## src/sv/mvt_pkg.sv

```systemverilog
// Shared types and constants of the 4x4 matrix-vector transform core.
// No dependencies; imported by every module of the block.
`timescale 1ns / 1ps

package mvt_pkg;

  localparam int unsigned DATA_W  = 32;
  localparam int unsigned DIM_MAX = 4;
  localparam int unsigned IDX_W   = 2;
  localparam int unsigned PROD_W  = 2 * DATA_W;
  localparam int unsigned PAIR_W  = PROD_W + 1;
  localparam int unsigned SUM_W   = PROD_W + 2;

  // Input tdata layout, lowest bit first: row, col, coef, x0..x3.
  localparam int unsigned ROW_LSB   = 0;
  localparam int unsigned COL_LSB   = ROW_LSB + IDX_W;
  localparam int unsigned COEF_LSB  = COL_LSB + IDX_W;
  localparam int unsigned X_LSB     = COEF_LSB + DATA_W;
  localparam int unsigned S_FIELD_W = X_LSB + DIM_MAX * DATA_W;
  localparam int unsigned S_TDATA_W = ((S_FIELD_W + 7) / 8) * 8;
  localparam int unsigned M_TDATA_W = DIM_MAX * DATA_W;

  localparam logic signed [DATA_W-1:0] SAT_MAX = {1'b0, {(DATA_W-1){1'b1}}};
  localparam logic signed [DATA_W-1:0] SAT_MIN = {1'b1, {(DATA_W-1){1'b0}}};

  typedef enum logic [0:0] {
    OP_LOAD  = 1'b0,
    OP_XFORM = 1'b1
  } op_e;

  typedef logic signed [DATA_W-1:0] word_t;
  typedef word_t [DIM_MAX-1:0]      vec_t;
  typedef vec_t  [DIM_MAX-1:0]      mat_t;

  // One coefficient write into the stored matrix.
  typedef struct packed {
    logic             we;
    logic [IDX_W-1:0] row;
    logic [IDX_W-1:0] col;
    word_t            data;
  } coef_wr_t;

  // Load enables of the four pipeline register stages.
  typedef struct packed {
    logic prod;
    logic pair;
    logic sum;
    logic out;
  } stage_en_t;

endpackage

```

## src/sv/mvt_coef_store.sv

```systemverilog
// Coefficient matrix storage of the transform core, cleared at reset.
// Depends on mvt_pkg.
`timescale 1ns / 1ps

module mvt_coef_store
  import mvt_pkg::*;
#(
  parameter int unsigned DIM = 4
) (
  input  logic     clk_i,
  input  logic     rst_ni,
  input  coef_wr_t wr_i,
  output mat_t     mat_o
);

  // Only the DIM x DIM corner exists; the rest of the matrix reads as zero.
  for (genvar r = 0; r < DIM_MAX; r++) begin : g_row
    for (genvar c = 0; c < DIM_MAX; c++) begin : g_col
      if (r < DIM && c < DIM) begin : g_reg
        word_t coef_q;
        logic  hit;

        assign hit = wr_i.we && (wr_i.row == IDX_W'(r)) && (wr_i.col == IDX_W'(c));

        always_ff @(posedge clk_i or negedge rst_ni) begin
          if (!rst_ni) begin
            coef_q <= '0;
          end else if (hit) begin
            coef_q <= wr_i.data;
          end
        end

        assign mat_o[r][c] = coef_q;
      end else begin : g_zero
        assign mat_o[r][c] = '0;
      end
    end
  end

endmodule

```

## config.mk

```make
export PLATFORM = sky130hd
export DESIGN_NAME = mvt_coef_store
export DESIGN_NICKNAME = d
export VERILOG_FILES = /design/src/sv/mvt_pkg.sv /design/src/sv/mvt_coef_store.sv
export SDC_FILE = /design/constraint.sdc
export NUM_CORES = 1
export LEC_CHECK = 0
export BUFFER_PORTS_ARGS = -buffer_cell sky130_fd_sc_hd__buf_2
export CORE_MARGIN = 10
export CORE_UTILIZATION = 45
export CTS_CLUSTER_SIZE = 24
export DETAILED_ROUTE_END_ITERATION = 7
export GPL_TIMING_DRIVEN = 1
export PLACE_DENSITY = 0.71
export SETUP_SLACK_MARGIN = 0.1
export SYNTH_ARGS = -nofsm -noshare
export SYNTH_HDL_FRONTEND = slang
export SYNTH_SLANG_ARGS = --single-unit
```

## constraint.sdc

```tcl
create_clock -name clk_i -period 1.2 [get_ports clk_i]
set_input_delay 0.24 -clock clk_i [delete_from_list [all_inputs] [get_ports clk_i]]
set_output_delay 0.24 -clock clk_i [all_outputs]
set_load 0.05 [all_outputs]
```

## Word-level counts from Yosys, hierarchy flattened

Cells that the tools add are included.

| word-level totals | value |
|---|---|
| word-level logic and storage cells | 44 |
| output and inout bits | 512 |
| input port bits | 39 |
| register bits after elaboration | 512 |

| operators by class | value |
|---|---|
| equality and inequality tests | 6 |
| reduce and logical (&&, ||, !) cells | 22 |

Operator list:

| kind | number |
|---|---|
| 1-bit logical AND | 20 |
| 2-bit == test, second input constant | 4 |
| 2-bit by 1-bit == test with 1-bit output, second input constant | 2 |
| 2-bit zero test | 2 |

## Logic depth before layout (Yosys ltp)

| depth | value |
|---|---|
| depth in word-level cells | 3 |
| gate-level depth with buffers | 5 |
| mapped depth without buffers | 3 |

## Worst setup path after synthesis

Ideal clock, no wire load.

| timing path | value |
|---|---|
| kind | in2reg |
| from | input port wr_i[33] (netlist name) |
| to | register g_row[0].g_col[1].g_reg.coef_q[10] |
| data required time | 1.072 ns |
| path buffers | 2 |
| data arrival time | 1.344 ns |
| slack | -0.272 ns |
| library setup time | 0.128 ns |
| stages | 5 |
| cell sequence | nand3b_1 > or3_1 > clkbuf_1 > buf_4 > mux2_1 |

| on the way | value |
|---|---|
| word-level cells in the longest chain between the ends | 2 |

RTL lines:

| item | RTL line | text |
|---|---|---|
| from (decl) | mvt_coef_store.sv:12 | `input coef_wr_t wr_i,` |
| 2-bit by 1-bit == test with 1-bit output | mvt_coef_store.sv:23 | `assign hit = wr_i.we && (wr_i.row == IDX_W'(r)) && (wr_i.col == IDX_W'(c));` |
| 1-bit logical AND | mvt_coef_store.sv:23 |  |
| to (signal assigned) | mvt_coef_store.sv:29 | `coef_q <= wr_i.data;` |
| to (decl) | mvt_coef_store.sv:20 | `word_t coef_q;` |

No other way between the ends.
A chain may end at the register's enable or synchronous reset.

## Worst setup path in the final report

| timing path | value |
|---|---|
| from | register g_row[0].g_col[2].g_reg.coef_q[14] |
| to | output port mat_o[78] (netlist name) |

RTL lines:

| item | RTL line | text |
|---|---|---|
| from (decl) | mvt_coef_store.sv:20 |  |
| from (signal assigned) | mvt_coef_store.sv:29 |  |
| to (decl) | mvt_coef_store.sv:13 | `output mat_t mat_o` |

No word-level cell between the ends.

==> key figures <==
Yosys
  – Adder-cell share of the synthesized area: 0%
  – XOR/XNOR share of the synthesized area: 0%
  – Area leader, netlist: dfrtp_1
  – Synth warn: 0
  – Mux share of post-synthesis cell area: 30.2%
  – Seq cells post-synth: 512
  – Yosys cell types: 14
  – Mean Syn Cell Area: 16.9 µm²
  – Register area share after synthesis: 67.1%
  – Mapped cell area: 19,100 µm²
  – Post-Synth Simple-Gate Area: 0.681%
  – Mapped Cells: 1,132
  – Largest family of logic cells by synthesized area: multiplexers
  – Post-synth top area share: 67.1%
  – Post-synthesis compound-gate area fraction: 0%
  – Synth area leaders: dfrtp_1 67%, mux2_2 26%, mux2_1 4.1%
  – Syn nets: 1,171

Floorplan
  – Die width: 226 µm
  – Die ar.: 51,100 µm²
  – Die Span Y: 226 µm
  – Num rows: 75
  – Initial cell density of the core: 45.5%
  – Core footprint: 41,900 µm²
  – Top Ports: 551

Route
  – Routed vias: 13,800
  – Vias per inst: 5.34
  – DRT antenna net count: 0
  – Iteration-0 DRC Markers: 909
  – Routed WL: 73,300 µm
  – # DRC: 0
  – Routed length per instance: 28.5 µm
  – DR pass1 iterations: 5

Clock tree
  – Worst-path clk slew: 0.07 ns
  – CTS buffer count: 52
  – CTS root buffer: clkbuf_16
  – H-tree Lvls: 2
  – TritonCTS clock tree: done
  – Later-pin clock latency in the skew report: 0.59 ns
  – Deepest clock path buffer count: 3
  – Clk sinks: 512

Placed design
  – Gpl congestion: 0.845
  – IO Port Bufs: 550
  – Post-DP HPWL: 44,400 µm
  – # placed instances: 2,217

Global routing
  – Pin count of the biggest net entering global routing: 38
  – GRT Resource Usage Total: 26.4%
  – Remaining global-route overflow: 0
  – First-pass GRT wire length: 101,000 µm
  – Vias in the first global route: 14,700
  – Initial antenna violation count: 1

Layout
  – Layout area overhead: 61.6%
  – Register area: 12,800 µm²
  – Max reg flops: 512
  – Nets: 2,029
  – Fill cells: 2,282
  – Multi-input logic area: 6600 µm²
  – Top flop regs: g_row.g_col.g_reg.coef_q: 512 flops
  – Util after Layout: 73.6%
  – Share of cells above drive strength 1: 70.7%
  – Top reg by flops: g_row.g_col.g_reg.coef_q
  – Most frequent cells in the layout: 521 x buf_6, 511 x dfrtp_1, 292 x mux2_2, 292 x buf_4, 153 x mux2_4
  – Commonest non-fill, non-tap cell in the layout: buf_6
  – Fin cells: 2,573

Worst setup path
  – Critical Path End Type: output port
  – Buf+Inv Stages, Crit Path: 1
  – CP Launch Type: flip-flop
  – Crit path max fanout: 2
  – Crit path arrival time: 1.22 ns
  – Critical path type: flip-flop to output port
  – CP required: 0.96 ns
  – Slowest stage delay, CP: 0.45 ns
  – Slowest stage cell, crit path: dfrtp_1
  – Cell family with most CP delay: flip-flops
  – Cell breakdown of the critical path: buf_6

Status
  – Failing checks: negative setup slack
  – Status: finished, violations left

Pwr
  – Lkg Pwr: 15.0 nW
  – Worst VDD drop: 1.99 mV
  – Power Dens Cells: 2450 nW/µm²
  – Final Total Pwr: 75.5 mW

Timing
  – Fin crit period: 1.46 ns
  – PnR worst setup slack: -0.260 ns
  – Slew @ Worst Pin: 0.578 ns
  – Fmax: 685 MHz
  – Unrepaired setup endpoints after global routing: true
  – Fin. max-slew vios: 0
  – Fin Clk Skew: 0 ns
  – Final hold vios: 0
  – Fin crit share: 122%
  – Slew HR: 61.5%
  – Final setup violation count: 512

Run
  – Max-cap violations: 0

Min path
  – Worst Hold Class: input port to asynchronous set/reset pin
## repair_timing
| item | 4_1_cts | 5_1_grt |
|---|---|---|
| hold buffers | 1 | 0 |
| gates resized for setup | 1027 | 14 |
| buffers inserted | 130 | 123 |
| cloned | 0 | 4 |
| pin swaps | 0 | 2 |
| endpoints found under the setup margin | 560 | 625 |
| hold endpoints to repair | 390 | 0 |
## layer usage
| metal | wire [µm] | vias up | global-route usage (%) |
|---|---|---|---|
| li1 | - | 5673 | - |
| met1 | 27200 | 7253 | 30.5 |
| met2 | 36400 | 658 | 44.1 |
| met3 | 6200 | 167 | 7.91 |
| met4 | 3550 | 0 | 13.1 |
| met5 | 0 | - | 0 |
## power breakdown
part           internal, mW  switching (mW)  leakage (nW)
registers              21.3            3.51          6.28
clock network          9.64            6.97         0.870
logic                  13.7            20.4          7.86
total                  44.6            30.9          15.0
## final timing paths
kind,cells past startpoint,slack [ns],startpoint,end
min,2,0.14,rst_ni,g_row[0].g_col[0].g_reg.coef_q[11]$_DFFE_PN0P_
max reg2reg,3,0.10,g_row[0].g_col[3].g_reg.coef_q[15]$_DFFE_PN0P_,g_row[0].g_col[3].g_reg.coef_q[15]$_DFFE_PN0P_
max,1,-0.26,g_row[0].g_col[2].g_reg.coef_q[14]$_DFFE_PN0P_,mat_o[78]
min in group clk_i,2,0.17,wr_i[27],g_row[0].g_col[1].g_reg.coef_q[27]$_DFFE_PN0P_
max in group asynchronous,3,0.30,rst_ni,g_row[2].g_col[3].g_reg.coef_q[15]$_DFFE_PN0P_
min reg2reg,1,0.52,g_row[1].g_col[1].g_reg.coef_q[21]$_DFFE_PN0P_,g_row[1].g_col[1].g_reg.coef_q[21]$_DFFE_PN0P_
## per-stage QoR
step	setup TNS [ns]	setup slack (ns)	area (µm²)	hold WS, ns
floorplan	-51.95	-0.259	20000	-0.0556
global placement	-209.09	-0.557	23900	0.110
detailed placement	-217.36	-0.548	23900	0.113
CTS	-112.99	-0.298	29800	0.0821
global route	-115.93	-0.284	30900	0.119
finish	-98.68	-0.260	30900	0.137
## worst reg2reg max path, stage by stage (launching register included)
cell	delay, ns
dfrtp_1	0.43
buf_4	0.16
buf_4	0.12
mux2_4	0.26
## final cells by class
type,instances,share of cell area [%]
Multi-Input combinational cell,536,21.4
Sequential cell,512,41.5
Tap cell,539,2.18
Clock inverter,19,0.608
Timing Repair Buffer,888,29.3
Antenna cell,2,0.0162
Clock buffer,77,5.05
## cell usage after synthesis (all sizes together)
cell      n
mux2    512
nor3b     1
dfrtp   512
nor2b     1
or3       2
nand3b    4
clkbuf   36
buf      48
nand2b    3
nand2     2
nand3     1
nor2     10
## logic make-up (layout without fill, tap and decap cells)
group,Yosys count,in the layout
muxes,512,512
and+or+nand+nor,24,24
DFF,512,512
buffers and inverters,84,984
other,0,2
Note: power is estimated with default switching activity, not from simulation.
